[config.mk]
export PLATFORM = sky130hd
export DESIGN_NAME = triangle_column_rasterizer_top
export DESIGN_NICKNAME = d
export VERILOG_FILES = /design/src/hw/rtl/trcr_pkg.sv /design/src/hw/rtl/triangle_column_rasterizer_top.sv /design/src/hw/rtl/trcr_div.sv
export SDC_FILE = /design/constraint.sdc
export NUM_CORES = 2
export LEC_CHECK = 0
export ABC_CLOCK_PERIOD_IN_PS = 19600
export BUFFER_PORTS_ARGS = -buffer_cell sky130_fd_sc_hd__buf_2
export CAP_MARGIN = 15
export CELL_PAD_IN_SITES_DETAIL_PLACEMENT = 1
export CELL_PAD_IN_SITES_GLOBAL_PLACEMENT = 2
export CORE_MARGIN = 8
export CORE_UTILIZATION = 45
export CTS_CLUSTER_SIZE = 16
export DETAILED_ROUTE_END_ITERATION = 8
export PLACE_DENSITY = 0.88
export SYNTH_ARGS = -nofsm -noshare
export SYNTH_HDL_FRONTEND = slang
export SYNTH_SLANG_ARGS = --single-unit
[constraint.sdc]
create_clock -name clk -period 19.6 [get_ports clk]
set_input_delay 3.92 -clock clk [delete_from_list [all_inputs] [get_ports clk]]
set_output_delay 3.92 -clock clk [all_outputs]
set_load 0.005 [all_outputs]
[src/hw/rtl/trcr_pkg.sv]
package trcr_pkg;

    // divider and accumulator width
    localparam int DW = 64;
    // shared multiplier operand and product widths
    localparam int MW = 20;
    localparam int PW = 2 * MW;

    typedef enum logic [1:0] {
        EDGE_01,
        EDGE_02,
        EDGE_12
    } edge_t;

endpackage

[src/hw/rtl/triangle_column_rasterizer_top.sv]
// a third vertex load starts the setup (rotate, inverse, determinant) plus a column search
// a pixel inside a column runs two 64-step divisions, one per attribute (one if ATTR_COUNT is 1)
// each column visited on a change adds two 64-step edge divisions
// one item at a time; s_tready is high only when the sequencer is idle
// rst_n asynchronous: no triangle active, output empty; vertex store undefined until loaded
module triangle_column_rasterizer_top
    import trcr_pkg::*;
#(
    parameter int COORD_FRAC_BITS = 4,
    parameter int ATTR_COUNT      = 2
)
(
    input  logic        clk,
    input  logic        rst_n,
    input  logic        s_tvalid,
    output logic        s_tready,
    input  logic [71:0] s_tdata,  // vertex_index, vertex_x, vertex_y, vertex_attr_first,
                                  // vertex_attr_second, zero pad
    input  logic [0:0]  s_tuser,  // operation
    output logic        m_tvalid,
    input  logic        m_tready,
    output logic [55:0] m_tdata,  // pixel_x, pixel_y, attr_first, attr_second
    output logic [0:0]  m_tuser,  // pixel_valid
    output logic        m_tlast   // last_pixel
);

    localparam int XW  = 18;
    localparam int XSW = XW + COORD_FRAC_BITS;

    typedef enum logic [4:0] {
        S_IDLE, S_ROT, S_INV, S_DET0, S_DET1, S_DET2, S_CHK,
        S_E0, S_E1, S_E2, S_EDIV, S_EWAIT,
        S_IP0, S_IP1, S_IP2, S_IP3, S_IP4,
        S_K0, S_K1, S_K2, S_K3, S_K4, S_KDIV, S_KWAIT,
        S_ADV, S_EMIT
    } state_t;

    state_t state_reg, state_next;

    logic signed [15:0] vx_reg [3], vx_next [3];
    logic signed [15:0] vy_reg [3], vy_next [3];
    logic signed [15:0] va_reg [3], va_next [3];
    logic signed [15:0] vb_reg [3], vb_next [3];
    logic signed [16:0] inv_reg [4], inv_next [4];
    logic signed [35:0] det_reg, det_next;
    logic signed [XW-1:0] x_reg, x_next, y_reg, y_next, top_reg, top_next, lo_reg, lo_next;
    logic walking_reg, walking_next;
    edge_t lo_edge_reg, lo_edge_next, hi_edge_reg, hi_edge_next;
    logic edge_hi_reg, edge_hi_next;
    logic signed [DW-1:0] acc_reg, acc_next;
    logic signed [PW-1:0] prod_reg, prod_next;
    logic signed [35:0] p_reg, p_next, q_reg, q_next;
    logic k_reg, k_next;
    logic emit_reg, emit_next;
    logic res_valid_reg, res_valid_next;
    logic [11:0] res_x_reg, res_x_next, res_y_reg, res_y_next;
    logic signed [15:0] res_a_reg [2], res_a_next [2];
    logic m_tvalid_reg, m_tvalid_next;
    logic [55:0] m_tdata_reg, m_tdata_next;
    logic m_tuser_reg, m_tuser_next;
    logic m_tlast_reg, m_tlast_next;

    // shared multiplier
    logic signed [MW-1:0] mul_a, mul_b;

    // divider
    logic                 div_start;
    logic signed [DW-1:0] div_num;
    logic        [DW-1:0] div_den;
    logic                 div_done;
    logic signed [DW-1:0] div_q;

    trcr_div u_div (
        .clk   (clk),
        .rst_n (rst_n),
        .start (div_start),
        .num   (div_num),
        .den   (div_den),
        .done  (div_done),
        .quo   (div_q)
    );

    // input fields
    logic [1:0]         in_idx;
    logic signed [15:0] in_x, in_y, in_a, in_b;
    assign in_idx = s_tdata[1:0];
    assign in_x   = s_tdata[17:2];
    assign in_y   = s_tdata[33:18];
    assign in_a   = s_tdata[49:34];
    assign in_b   = s_tdata[65:50];

    // current edge endpoints
    edge_t              cur_edge;
    logic signed [15:0] epx, epy, erx, ery;
    logic signed [16:0] e_dx, e_dy, e_adx;
    assign cur_edge = edge_hi_reg ? hi_edge_reg : lo_edge_reg;

    always_comb
    begin
        unique case (cur_edge)
            EDGE_01:
            begin
                epx = vx_reg[0]; epy = vy_reg[0]; erx = vx_reg[1]; ery = vy_reg[1];
            end
            EDGE_02:
            begin
                epx = vx_reg[0]; epy = vy_reg[0]; erx = vx_reg[2]; ery = vy_reg[2];
            end
            default:
            begin
                epx = vx_reg[1]; epy = vy_reg[1]; erx = vx_reg[2]; ery = vy_reg[2];
            end
        endcase
    end

    assign e_dx  = 17'(erx) - 17'(epx);
    assign e_dy  = 17'(ery) - 17'(epy);
    assign e_adx = e_dx[16] ? -e_dx : e_dx;

    // pixel positions in coordinate units
    logic signed [XSW-1:0] xs_wide, ys_wide;
    logic signed [MW-1:0]  xs, ys, dxp, dyp, e_off;
    assign xs_wide = XSW'(x_reg) <<< COORD_FRAC_BITS;
    assign ys_wide = XSW'(y_reg) <<< COORD_FRAC_BITS;
    assign xs      = MW'(xs_wide);
    assign ys      = MW'(ys_wide);
    assign dxp     = xs - MW'(vx_reg[0]);
    assign dyp     = ys - MW'(vy_reg[0]);
    assign e_off   = xs - MW'(epx);

    // column span limits
    logic                 second_far;
    logic signed [XW-1:0] last_x, split_x, start_x;
    assign second_far = vx_reg[1] >= vx_reg[2];
    assign last_x  = XW'(second_far ? vx_reg[1] : vx_reg[2]) >>> COORD_FRAC_BITS;
    assign split_x = XW'(second_far ? vx_reg[2] : vx_reg[1]) >>> COORD_FRAC_BITS;
    assign start_x = (XW'(vx_reg[0]) + XW'((1 << COORD_FRAC_BITS) - 1)) >>> COORD_FRAC_BITS;

    // attribute differences for the current attribute
    logic signed [15:0] al, be, ga;
    logic signed [16:0] db, dc;
    assign al = k_reg ? vb_reg[0] : va_reg[0];
    assign be = k_reg ? vb_reg[1] : va_reg[1];
    assign ga = k_reg ? vb_reg[2] : va_reg[2];
    assign db = 17'(be) - 17'(al);
    assign dc = 17'(ga) - 17'(al);

    // lowest-x vertex
    logic [1:0] mi;
    always_comb
    begin
        mi = 2'd0;
        if (vx_reg[1] < vx_reg[0])
            mi = 2'd1;
        if (vx_reg[2] < ((mi == 2'd1) ? vx_reg[1] : vx_reg[0]))
            mi = 2'd2;
    end

    logic signed [DW-1:0] det_w, det_abs, acc_adj, edge_num, attr_v;
    logic signed [XW-1:0] hi_val;
    assign det_w   = DW'(det_reg);
    assign det_abs = det_reg[35] ? -det_w : det_w;
    assign acc_adj = det_reg[35] ? -acc_reg : acc_reg;
    assign edge_num = (e_dx == '0) ? DW'(epy) : (e_dx[16] ? -acc_reg : acc_reg);
    assign attr_v  = DW'(al) + div_q;
    assign hi_val  = XW'(div_q);

    always_comb
    begin
        mul_a = '0;
        mul_b = '0;
        case (state_reg)
            S_DET0: begin mul_a = MW'(inv_reg[0]); mul_b = MW'(inv_reg[3]); end
            S_DET1: begin mul_a = MW'(inv_reg[1]); mul_b = MW'(inv_reg[2]); end
            S_E0:   begin mul_a = MW'(epy);        mul_b = MW'(e_dx);       end
            S_E1:   begin mul_a = MW'(e_dy);       mul_b = e_off;           end
            S_IP0:  begin mul_a = MW'(inv_reg[0]); mul_b = dxp;             end
            S_IP1:  begin mul_a = MW'(inv_reg[1]); mul_b = dyp;             end
            S_IP2:  begin mul_a = MW'(inv_reg[2]); mul_b = dxp;             end
            S_IP3:  begin mul_a = MW'(inv_reg[3]); mul_b = dyp;             end
            S_K0:   begin mul_a = signed'(MW'(p_reg[17:0])); mul_b = MW'(db); end
            S_K1:   begin mul_a = MW'(signed'(p_reg[35:18])); mul_b = MW'(db); end
            S_K2:   begin mul_a = signed'(MW'(q_reg[17:0])); mul_b = MW'(dc); end
            S_K3:   begin mul_a = MW'(signed'(q_reg[35:18])); mul_b = MW'(dc); end
            default: ;
        endcase
    end

    always_comb
    begin
        state_next     = state_reg;
        vx_next        = vx_reg;
        vy_next        = vy_reg;
        va_next        = va_reg;
        vb_next        = vb_reg;
        inv_next       = inv_reg;
        det_next       = det_reg;
        x_next         = x_reg;
        y_next         = y_reg;
        top_next       = top_reg;
        lo_next        = lo_reg;
        walking_next   = walking_reg;
        lo_edge_next   = lo_edge_reg;
        hi_edge_next   = hi_edge_reg;
        edge_hi_next   = edge_hi_reg;
        acc_next       = acc_reg;
        prod_next      = mul_a * mul_b;
        p_next         = p_reg;
        q_next         = q_reg;
        k_next         = k_reg;
        emit_next      = emit_reg;
        res_valid_next = res_valid_reg;
        res_x_next     = res_x_reg;
        res_y_next     = res_y_reg;
        res_a_next     = res_a_reg;
        m_tvalid_next  = m_tvalid_reg & ~m_tready;
        m_tdata_next   = m_tdata_reg;
        m_tuser_next   = m_tuser_reg;
        m_tlast_next   = m_tlast_reg;
        div_start      = 1'b0;
        div_num        = '0;
        div_den        = '0;

        unique case (state_reg)
            S_IDLE:
            begin
                if (s_tvalid)
                begin
                    if (s_tuser[0] == 1'b0)
                    begin
                        emit_next = 1'b0;
                        if (in_idx != 2'd3)
                        begin
                            vx_next[in_idx] = in_x;
                            vy_next[in_idx] = in_y;
                            va_next[in_idx] = in_a;
                            vb_next[in_idx] = in_b;
                            walking_next    = 1'b0;
                            if (in_idx == 2'd2)
                                state_next = S_ROT;
                        end
                    end
                    else
                    begin
                        emit_next      = 1'b1;
                        res_valid_next = walking_reg;
                        res_x_next     = x_reg[11:0];
                        res_y_next     = y_reg[11:0];
                        state_next     = walking_reg ? S_IP0 : S_EMIT;
                    end
                end
            end
            S_ROT:
            begin
                if (mi == 2'd1)
                begin
                    vx_next = '{vx_reg[1], vx_reg[2], vx_reg[0]};
                    vy_next = '{vy_reg[1], vy_reg[2], vy_reg[0]};
                    va_next = '{va_reg[1], va_reg[2], va_reg[0]};
                    vb_next = '{vb_reg[1], vb_reg[2], vb_reg[0]};
                end
                else if (mi == 2'd2)
                begin
                    vx_next = '{vx_reg[2], vx_reg[0], vx_reg[1]};
                    vy_next = '{vy_reg[2], vy_reg[0], vy_reg[1]};
                    va_next = '{va_reg[2], va_reg[0], va_reg[1]};
                    vb_next = '{vb_reg[2], vb_reg[0], vb_reg[1]};
                end
                state_next = S_INV;
            end
            S_INV:
            begin
                inv_next[0] = 17'(vy_reg[2]) - 17'(vy_reg[0]);
                inv_next[1] = 17'(vx_reg[0]) - 17'(vx_reg[2]);
                inv_next[2] = 17'(vy_reg[0]) - 17'(vy_reg[1]);
                inv_next[3] = 17'(vx_reg[1]) - 17'(vx_reg[0]);
                state_next  = S_DET0;
            end
            S_DET0:
                state_next = S_DET1;
            S_DET1:
            begin
                acc_next   = DW'(prod_reg);
                state_next = S_DET2;
            end
            S_DET2:
            begin
                det_next = 36'(acc_reg - DW'(prod_reg));
                if (acc_reg == DW'(prod_reg))
                    state_next = S_IDLE;
                else
                begin
                    x_next     = start_x;
                    state_next = S_CHK;
                end
            end
            S_CHK:
            begin
                if (x_reg > last_x)
                begin
                    walking_next = 1'b0;
                    state_next   = emit_reg ? S_EMIT : S_IDLE;
                end
                else
                begin
                    if (x_reg <= split_x)
                    begin
                        lo_edge_next = EDGE_01;
                        hi_edge_next = EDGE_02;
                    end
                    else if (second_far)
                    begin
                        lo_edge_next = EDGE_01;
                        hi_edge_next = EDGE_12;
                    end
                    else
                    begin
                        lo_edge_next = EDGE_12;
                        hi_edge_next = EDGE_02;
                    end
                    edge_hi_next = 1'b0;
                    state_next   = S_E0;
                end
            end
            S_E0:
                state_next = S_E1;
            S_E1:
            begin
                acc_next   = DW'(prod_reg);
                state_next = S_E2;
            end
            S_E2:
            begin
                acc_next   = acc_reg + DW'(prod_reg);
                state_next = S_EDIV;
            end
            S_EDIV:
            begin
                div_start = 1'b1;
                // lower edge rounds up: ceil(n/d) = -floor(-n/d)
                div_num   = edge_hi_reg ? edge_num : -edge_num;
                div_den   = (e_dx == '0) ? DW'(1 << COORD_FRAC_BITS)
                                         : (DW'(e_adx) << COORD_FRAC_BITS);
                state_next = S_EWAIT;
            end
            S_EWAIT:
            begin
                if (div_done)
                begin
                    if (!edge_hi_reg)
                    begin
                        lo_next      = XW'(-div_q);
                        edge_hi_next = 1'b1;
                        state_next   = S_E0;
                    end
                    else if (lo_reg <= hi_val)
                    begin
                        y_next       = lo_reg;
                        top_next     = hi_val;
                        walking_next = 1'b1;
                        state_next   = emit_reg ? S_EMIT : S_IDLE;
                    end
                    else
                    begin
                        x_next     = x_reg + XW'(1);
                        state_next = S_CHK;
                    end
                end
            end
            S_IP0:
                state_next = S_IP1;
            S_IP1:
            begin
                acc_next   = DW'(prod_reg);
                state_next = S_IP2;
            end
            S_IP2:
            begin
                p_next     = 36'(acc_reg + DW'(prod_reg));
                state_next = S_IP3;
            end
            S_IP3:
            begin
                acc_next   = DW'(prod_reg);
                state_next = S_IP4;
            end
            S_IP4:
            begin
                q_next     = 36'(acc_reg + DW'(prod_reg));
                k_next     = 1'b0;
                state_next = S_K0;
            end
            S_K0:
                state_next = S_K1;
            S_K1:
            begin
                acc_next   = DW'(prod_reg);
                state_next = S_K2;
            end
            S_K2:
            begin
                acc_next   = acc_reg + (DW'(prod_reg) <<< 18);
                state_next = S_K3;
            end
            S_K3:
            begin
                acc_next   = acc_reg + DW'(prod_reg);
                state_next = S_K4;
            end
            S_K4:
            begin
                acc_next   = acc_reg + (DW'(prod_reg) <<< 18);
                state_next = S_KDIV;
            end
            S_KDIV:
            begin
                // round to nearest, ties up
                div_start  = 1'b1;
                div_num    = (acc_adj <<< 1) + det_abs;
                div_den    = det_abs << 1;
                state_next = S_KWAIT;
            end
            S_KWAIT:
            begin
                if (div_done)
                begin
                    if (attr_v > DW'(32767))
                        res_a_next[k_reg] = 16'sh7fff;
                    else if (attr_v < -DW'(32768))
                        res_a_next[k_reg] = -16'sh8000;
                    else
                        res_a_next[k_reg] = 16'(attr_v);
                    if (!k_reg && ATTR_COUNT > 1)
                    begin
                        k_next     = 1'b1;
                        state_next = S_K0;
                    end
                    else
                        state_next = S_ADV;
                end
            end
            S_ADV:
            begin
                if (y_reg < top_reg)
                begin
                    y_next     = y_reg + XW'(1);
                    state_next = S_EMIT;
                end
                else
                begin
                    x_next     = x_reg + XW'(1);
                    state_next = S_CHK;
                end
            end
            S_EMIT:
            begin
                if (!m_tvalid_reg || m_tready)
                begin
                    m_tvalid_next = 1'b1;
                    m_tuser_next  = res_valid_reg;
                    m_tlast_next  = res_valid_reg & ~walking_reg;
                    if (res_valid_reg)
                        m_tdata_next = {(ATTR_COUNT > 1) ? res_a_reg[1] : 16'sd0,
                                        res_a_reg[0], res_y_reg, res_x_reg};
                    else
                        m_tdata_next = '0;
                    state_next = S_IDLE;
                end
            end
            default:
                state_next = S_IDLE;
        endcase
    end

    always_ff @(posedge clk or negedge rst_n)
    begin
        if (!rst_n)
        begin
            state_reg    <= S_IDLE;
            walking_reg  <= 1'b0;
            x_reg        <= '0;
            y_reg        <= '0;
            top_reg      <= '0;
            emit_reg     <= 1'b0;
            m_tvalid_reg <= 1'b0;
        end
        else
        begin
            state_reg    <= state_next;
            walking_reg  <= walking_next;
            x_reg        <= x_next;
            y_reg        <= y_next;
            top_reg      <= top_next;
            emit_reg     <= emit_next;
            m_tvalid_reg <= m_tvalid_next;
        end
    end

    always_ff @(posedge clk)
    begin
        vx_reg        <= vx_next;
        vy_reg        <= vy_next;
        va_reg        <= va_next;
        vb_reg        <= vb_next;
        inv_reg       <= inv_next;
        det_reg       <= det_next;
        lo_reg        <= lo_next;
        lo_edge_reg   <= lo_edge_next;
        hi_edge_reg   <= hi_edge_next;
        edge_hi_reg   <= edge_hi_next;
        acc_reg       <= acc_next;
        prod_reg      <= prod_next;
        p_reg         <= p_next;
        q_reg         <= q_next;
        k_reg         <= k_next;
        res_valid_reg <= res_valid_next;
        res_x_reg     <= res_x_next;
        res_y_reg     <= res_y_next;
        res_a_reg     <= res_a_next;
        m_tdata_reg   <= m_tdata_next;
        m_tuser_reg   <= m_tuser_next;
        m_tlast_reg   <= m_tlast_next;
    end

    assign s_tready = (state_reg == S_IDLE);
    assign m_tvalid = m_tvalid_reg;
    assign m_tdata  = m_tdata_reg;
    assign m_tuser  = m_tuser_reg;
    assign m_tlast  = m_tlast_reg;

endmodule

[src/hw/rtl/trcr_div.sv]
module trcr_div
    import trcr_pkg::*;
(
    input  logic                 clk,
    input  logic                 rst_n,
    input  logic                 start,
    input  logic signed [DW-1:0] num,
    input  logic        [DW-1:0] den,
    output logic                 done,
    output logic signed [DW-1:0] quo
);

    localparam int CW = $clog2(DW + 1);

    logic          run_reg;
    logic          done_reg;
    logic [CW-1:0] cnt_reg;
    logic          neg_reg;
    logic [DW-1:0] mag_reg;
    logic [DW-1:0] den_reg;
    logic [DW:0]   rem_reg;
    logic [DW:0]   rem_sh;

    assign rem_sh = {rem_reg[DW-1:0], mag_reg[DW-1]};

    always_ff @(posedge clk or negedge rst_n)
    begin
        if (!rst_n)
        begin
            run_reg  <= 1'b0;
            done_reg <= 1'b0;
            cnt_reg  <= '0;
        end
        else if (start)
        begin
            run_reg  <= 1'b1;
            done_reg <= 1'b0;
            cnt_reg  <= CW'(DW);
            neg_reg  <= num[DW-1];
            mag_reg  <= num[DW-1] ? DW'(-num) : DW'(num);
            den_reg  <= den;
            rem_reg  <= '0;
        end
        else if (run_reg)
        begin
            // one restoring step per cycle
            if (rem_sh >= {1'b0, den_reg})
            begin
                rem_reg <= rem_sh - {1'b0, den_reg};
                mag_reg <= {mag_reg[DW-2:0], 1'b1};
            end
            else
            begin
                rem_reg <= rem_sh;
                mag_reg <= {mag_reg[DW-2:0], 1'b0};
            end
            cnt_reg <= cnt_reg - CW'(1);
            if (cnt_reg == CW'(1))
            begin
                run_reg  <= 1'b0;
                done_reg <= 1'b1;
            end
        end
        else
        begin
            done_reg <= 1'b0;
        end
    end

    // floor toward minus infinity
    assign quo  = neg_reg ? (-$signed(mag_reg) - $signed(DW'(rem_reg != '0)))
                          : $signed(mag_reg);
    assign done = done_reg;

endmodule
## Word-level counts from Yosys, hierarchy flattened

Index checks and enable logic that the tools add are counted.

- Logic and storage cells: 320
- Register bits: 876
- Memories: 0
- Output and inout bits: 60
- Bits in writable memories: 0
- Bits of input ports: 77
- Latch bits: 0
- Bits in read-only memories: 0

- Muxes and demuxes: 120
- $lt $le $gt $ge: 14
- $mul: 1
- Bitwise gates (word level): 14
- Add/sub/neg operators: 29
- Equality and inequality tests: 51
- Reductions and logical operators: 43
- Shift-type cells: 0
- Div/mod/pow operators: 0

Operators with widths:

| cell | number |
|---|---|
| two-way mux 48 bit | 20 |
| two-way mux 64 bit | 9 |
| case mux 48 bit (2 select lines) | 4 |
| negator 64 bit | 4 |
| case mux 64 bit (2 select lines) | 2 |
| case mux 20 bit (10 select lines) | 1 |
| two-way mux 18 bit | 11 |
| bitwise mux 48 bit | 4 |
| case mux 64 bit (3 select lines) | 1 |
| two-way mux 16 bit | 10 |
| case mux 20 bit (8 select lines) | 1 |
| subtractor 16 x 16 -> 17 bit | 8 |
| two-way mux 65 bit | 2 |
| case mux 5 bit (26 select lines) | 1 |
| >= comparator 65 x 64 -> 1 bit | 1 |
| two-way mux 5 bit | 13 |
| nonzero test 65 bit | 1 |
| subtractor 65 x 64 -> 65 bit | 1 |
| adder 16 x 64 -> 64 bit | 1 |
| adder 64 x 40 -> 64 bit | 1 |
| adder 64 x 58 -> 64 bit | 1 |
| adder 64 bit | 1 |
| == test 64 x 40 -> 1 bit | 1 |
| greater-than comparator 64 x 16 -> 1 bit (second input constant) | 1 |
| 74 further kinds | 172 |

## Logic depth before layout (Yosys ltp)

- Depth after elaboration: 13
- Depth in mapped cells: 59
- Gate-level depth less buffers: 52

## Cells and area by module

A second synthesis with hierarchy kept.

- Cells, all modules: 11112
- Area total of the unflattened synthesis: 94725.8 µm²

Modules (own cells, without submodules):

| module | area each (µm²) | instances | sequential area each (µm²) | cells an instance |
|---|---|---|---|---|
| triangle_column_rasterizer_top | 75979.1 | 1 | 19468.7 | 8836 |
| trcr_div | 18746.7 | 1 | 6050.8 | 2276 |

## Least setup slack after synthesis

OpenSTA, ideal clock, no wires.

- Kind: reg2reg
- From: reg edge_hi_reg
- To: reg prod_reg[39]
- Stages on the path, launching flop included: 53
- Path buffers: 13
- Period minus slack after synthesis: 13.211 ns
- Setup time: 0.072 ns
- Setup slack: 6.389 ns
- Required time: 19.528 ns
- Arrival: 13.139 ns
- Path through: edfxtp_1 -> clkbuf_1 -> clkbuf_1 -> buf_1 -> clkbuf_1 -> clkbuf_1 -> nand2_1 -> o21ai_0 -> clkbuf_1 -> mux2i_1 -> ha_1 -> fa_1 -> nand2b_1 -> a21oi_1 -> o311a_1 -> o221ai_1 -> o21ai_1 -> and2_1 -> [17 not listed] -> fa_1 -> inv_1 -> fa_1 -> inv_1 -> ha_1 -> and3_1 -> o211ai_1 -> a31oi_1 -> o41ai_1 -> o21bai_1 -> a21oi_1 -> nor2b_1 -> o41a_1 -> nand4_1 -> a31oi_1 -> a21o_1 -> a21oi_1 -> xnor2_1

- Cells in the longest elaborated chain, start to end: 7
- Elaborated cells between the ends (all ways): 14
- Classes of those cells: add/sub (3); mul (1); eq/ne (1); mux (7); reduce/logical (2)

Ends and longest elaborated chain:

| what | RTL line | text |
|---|---|---|
| start: declaration | triangle_column_rasterizer_top.sv:49 | `logic edge_hi_reg, edge_hi_next;` |
| start signal: assignment | triangle_column_rasterizer_top.sv:510 | `edge_hi_reg <= edge_hi_next;` |
| two-way mux 2 bit (*) | triangle_column_rasterizer_top.sv:96 | `assign cur_edge = edge_hi_reg ? hi_edge_reg : lo_edge_reg;` |
| == test 2 x 1 -> 1 bit / zero test 2 bit (equally long branches) | triangle_column_rasterizer_top.sv:100 | `unique case (cur_edge)` |
| OR reduction 2 bit (no source line) | n/a |  |
| two-way mux 16 bit | triangle_column_rasterizer_top.sv:100 |  |
| subtractor 20 x 16 -> 20 bit (tied with other cells) | triangle_column_rasterizer_top.sv:129 | `assign e_off = xs - MW'(epx);` |
| case mux 20 bit (8 select lines) / case mux 20 bit (10 select lines) (equally long branches) | triangle_column_rasterizer_top.sv:172 | `case (state_reg)` |
| multiplier 20 x 20 -> 40 bit (*) | triangle_column_rasterizer_top.sv:207 | `prod_next = mul_a * mul_b;` |
| via prod_next[39] | triangle_column_rasterizer_top.sv:51 | `logic signed [PW-1:0] prod_reg, prod_next;` |
| end signal: assignment | triangle_column_rasterizer_top.sv:512 | `prod_reg <= prod_next;` |
| end: declaration | triangle_column_rasterizer_top.sv:51 |  |

Mark *: on every way through the listed nets, which the timed path passes. The rest lies on a longest branch.
A chain may end at the register's enable or synchronous reset.

## Worst setup path after layout

Ends and elaborated chain as after synthesis.

==> results <==
- The run finished with clean final reports.
- The initial antenna violation count is 13.
- The final weighted congestion in routability-driven placement is 0.968.
- The worst register-to-register path begins at edge_hi_reg.
- The worst register-to-register path has a setup slack of 5840 ps.
- Each instance of the synthesized netlist takes up on average 8.78 um^2.
- The final hold violation count is 0.
- The area added between synthesis and finish is 8.73%.
- The floorplan has 165 rows.
- By instance count, the leading cell after synthesis is nand2_1.
- The cell depth of the worst hold path is 1.
- From left edge to right edge, the die measures 468 um.
- The later pin in the worst-skew pair is clocked with a latency of 820 ps.
- At the worst endpoint, the arrival time is 14,420 ps.
- The via count of the first global-routing pass is 84,766.
- The largest buffer count on any clock path is 3.
- The commonest cells after synthesis are nand2_1 (1,088), inv_1 (970), o21ai_0 (796).
- The number of gates resized after CTS was 0.
- The per-cell routed wire length is 26.1 um.
- Counting the fill cells in the layout gives 23,574.
- The critical path starts at edge_hi_reg.
- The fmax is 72.7 MHz.
- The clock-pin slew of the registers on the worst-case setup and hold paths is 60 ps.
- For this run, the detailed router's first-pass iteration total came to 5.
- In the final layout, the share of cells above drive strength 1 is 6.64%.
- The startpoint of the most critical hold path is res_y_reg[3].
- The area used by sequential logic in the layout is 25,500 um^2.
- The die covers 219,000 um^2.
- In the final layout, the multi-input gates occupy 61,400 um^2.
- The DRC violation total after the first TritonRoute iteration is 6,623.
- The data required time of the critical path is 20,250 ps.
- Setup repair after global routing left no endpoint under its margin.
- In the synthesized netlist the dominant register cell turns out to be edfxtp_1.
- The residual overflow from global routing is 0.
- The DRC violations left is 0.
- After synthesis, the share of flip-flops with an asynchronous set or reset is 8.12%.
- The number of buffers inserted during clock tree synthesis is 109.
- STA classifies the critical path endpoint as a register.
- The worst setup path is of the register to register kind.
- Ranked by total cell area, the synthesized netlist is headed by edfxtp_1 (25%), ha_1 (10%), fa_1 (9.2%).
- In this run the tool buffered the top-level ports with 130 buffer cells.
- After detailed routing, the total wire length is 345 mm.
- Setup violations remaining at the end of the flow were counted as 0.
- The total half-perimeter wirelength after legalization and detailed placement is 268 mm.
- The final net count is 11,672.
- The final cycle utilization of the critical path is 70.2%.
- After synthesis, the netlist uses 111 different library cells.
- TritonCTS built the clock tree.
- Synthesis inferred 874 register bits.
- In this run, synthesis inferred 763 flip-flops with an integrated enable.
- The level count of the clock H-tree is 3.
- The startpoint type of the worst setup path is a register.
- For this design, the sink count on the clock tree is 874.
- The number of standard cells after synthesis is 10,450.
- The initial utilization of the core area, before any placement, comes to 45.3%.
- The logic depth of the worst register-to-register path is 42.
- Global routing consumed, over all layers together, 30.6% of the routing resources.
- At the pin with the least slew margin, the transition time is 1330 ps.
- The part of the Yosys area used for sequential elements is 27.8%.
- The largest individual stage delay along the critical path comes from the cell xnor2_1.
- In this run the post-CTS setup repair buffer count came out at 0.
- The classification of the worst-slack hold path is register to register.
- The routed layout has 81,423 vias.
- In this run the remaining antenna-violating nets after routing total 0.
- The tool flagged a number of max-cap violations equal to 0.
- The destination of the worst hold path is m_tdata[15].
- The cell repeated most along the worst path is fa_1.
- The tightest slew margin relative to the limit is 11.6%.
- The maximum cell stage delay along the critical path is 920 ps.
- The number of max-slew violations in the final report is 0.
- The average vias per placed instance is 6.17.
- The worst register-to-register path ends at prod_reg[39].
- The core box area is 203,000 um^2.
- The share of the synthesized area in the top cell type is 25.0%.
- The post-route setup TNS is 0 ps.
- The flip-flop count of the largest register after layout is 68.
- The clock tree root buffer cell is clkbuf_16.
- The mapped netlist covers 91,800 um^2.
- The cell taking the most area after synthesis is edfxtp_1.
- The setup skew after layout is 92.9 ps.
- The number of buffers inserted for hold repair after clock tree synthesis is 0.
- The global-route wire length before repair is 522 mm.
- The smallest clock period supported by the final layout is computed as 13,760 ps.
- In this run the worst path has a maximum fanout of 60.
- The die is 468 um tall.
- The count of synthesis-stage warnings from yosys is 0.
- 137 I/O pins were placed.
- The pin count of the biggest net entering global routing is 133.
stage by stage:
stage               worst slack [ps]  utilization, %  hold slack [ps]  instances  instance area, um^2
floorplan                       6390               -              467      10473                91900
global placement                6330            47.2              496      12968                95700
detailed placement              6110            47.2              520      12968                95700
CTS                             5980            49.2              533      13176                99700
global route                    5180            49.3              538      13183                99800
finish                          5840            49.3              529      13188                99800
kinds of logic after synthesis:
kind of cell	synth area share, %
AND/OR/NAND/NOR	16.0
AO/OA/AOI/OAI	19.1
buffers and inverters	5.94
adder cells (fa/ha/maj)	19.6
flip-flops	27.8
XOR/XNOR	7.20
multiplexers	4.38
other	0.00409
worst max-delay path by stage:
stage                               to  slack [ps]
final                     prod_reg[39]        5840
after global routing      prod_reg[39]        5180
after CTS                 prod_reg[39]        5980
after detailed placement  prod_reg[39]        6110
after global placement    prod_reg[39]        6330
after floorplan           prod_reg[39]        6390
critical path: cells and delay by family (launching register included):
family	cells	cell delay, ps
adder cells (fa/ha/maj)	9	4370
AND/OR/NAND/NOR	6	1040
XOR/XNOR	2	1060
flip-flops	1	320
buffers and inverters	5	1280
AO/OA/AOI/OAI	20	5440
area by class of cell:
type / count / share of cell area, %
multi-input combinational: 8166 / 61.5
tap: 2672 / 3.35
timing repair buffer: 287 / 1.87
inverter: 973 / 3.66
sequential: 874 / 25.5
clock buffer: 127 / 2.92
antenna: 8 / 0.0201
clock inverter: 81 / 1.15
cells in the final DEF, fill, tap and decap left out, drive strengths merged, types with 53 or more instances in the layout:
cell	instances
clkbuf	127
and3	89
nand2	1089
o31ai	64
fa	423
mux2i	337
clkinv	53
nand2b	153
o21ai	822
nand4	105
a211oi	69
nor4	81
xor2	259
nor2b	133
dfrtp	71
nor3	174
xnor2	495
o21a	57
a21oi	689
buf	287
mux2	57
a31oi	82
nor2	660
and2	143
or3	66
inv	973
nand3	172
a21o	308
ha	761
o21bai	91
edfxtp	763
layer usage:
layer / GRT usage [%] / part of all wire [%]
met1: 39.9 / 42
met2: 51.2 / 47
met3: 5.12 / 7.0
met4: 11.1 / 4.0
met5: 0 / 0.0064
Power is left out: the tool's default activity adds up to more than one toggle a clock period on the data nets, which glitch-free logic cannot reach.
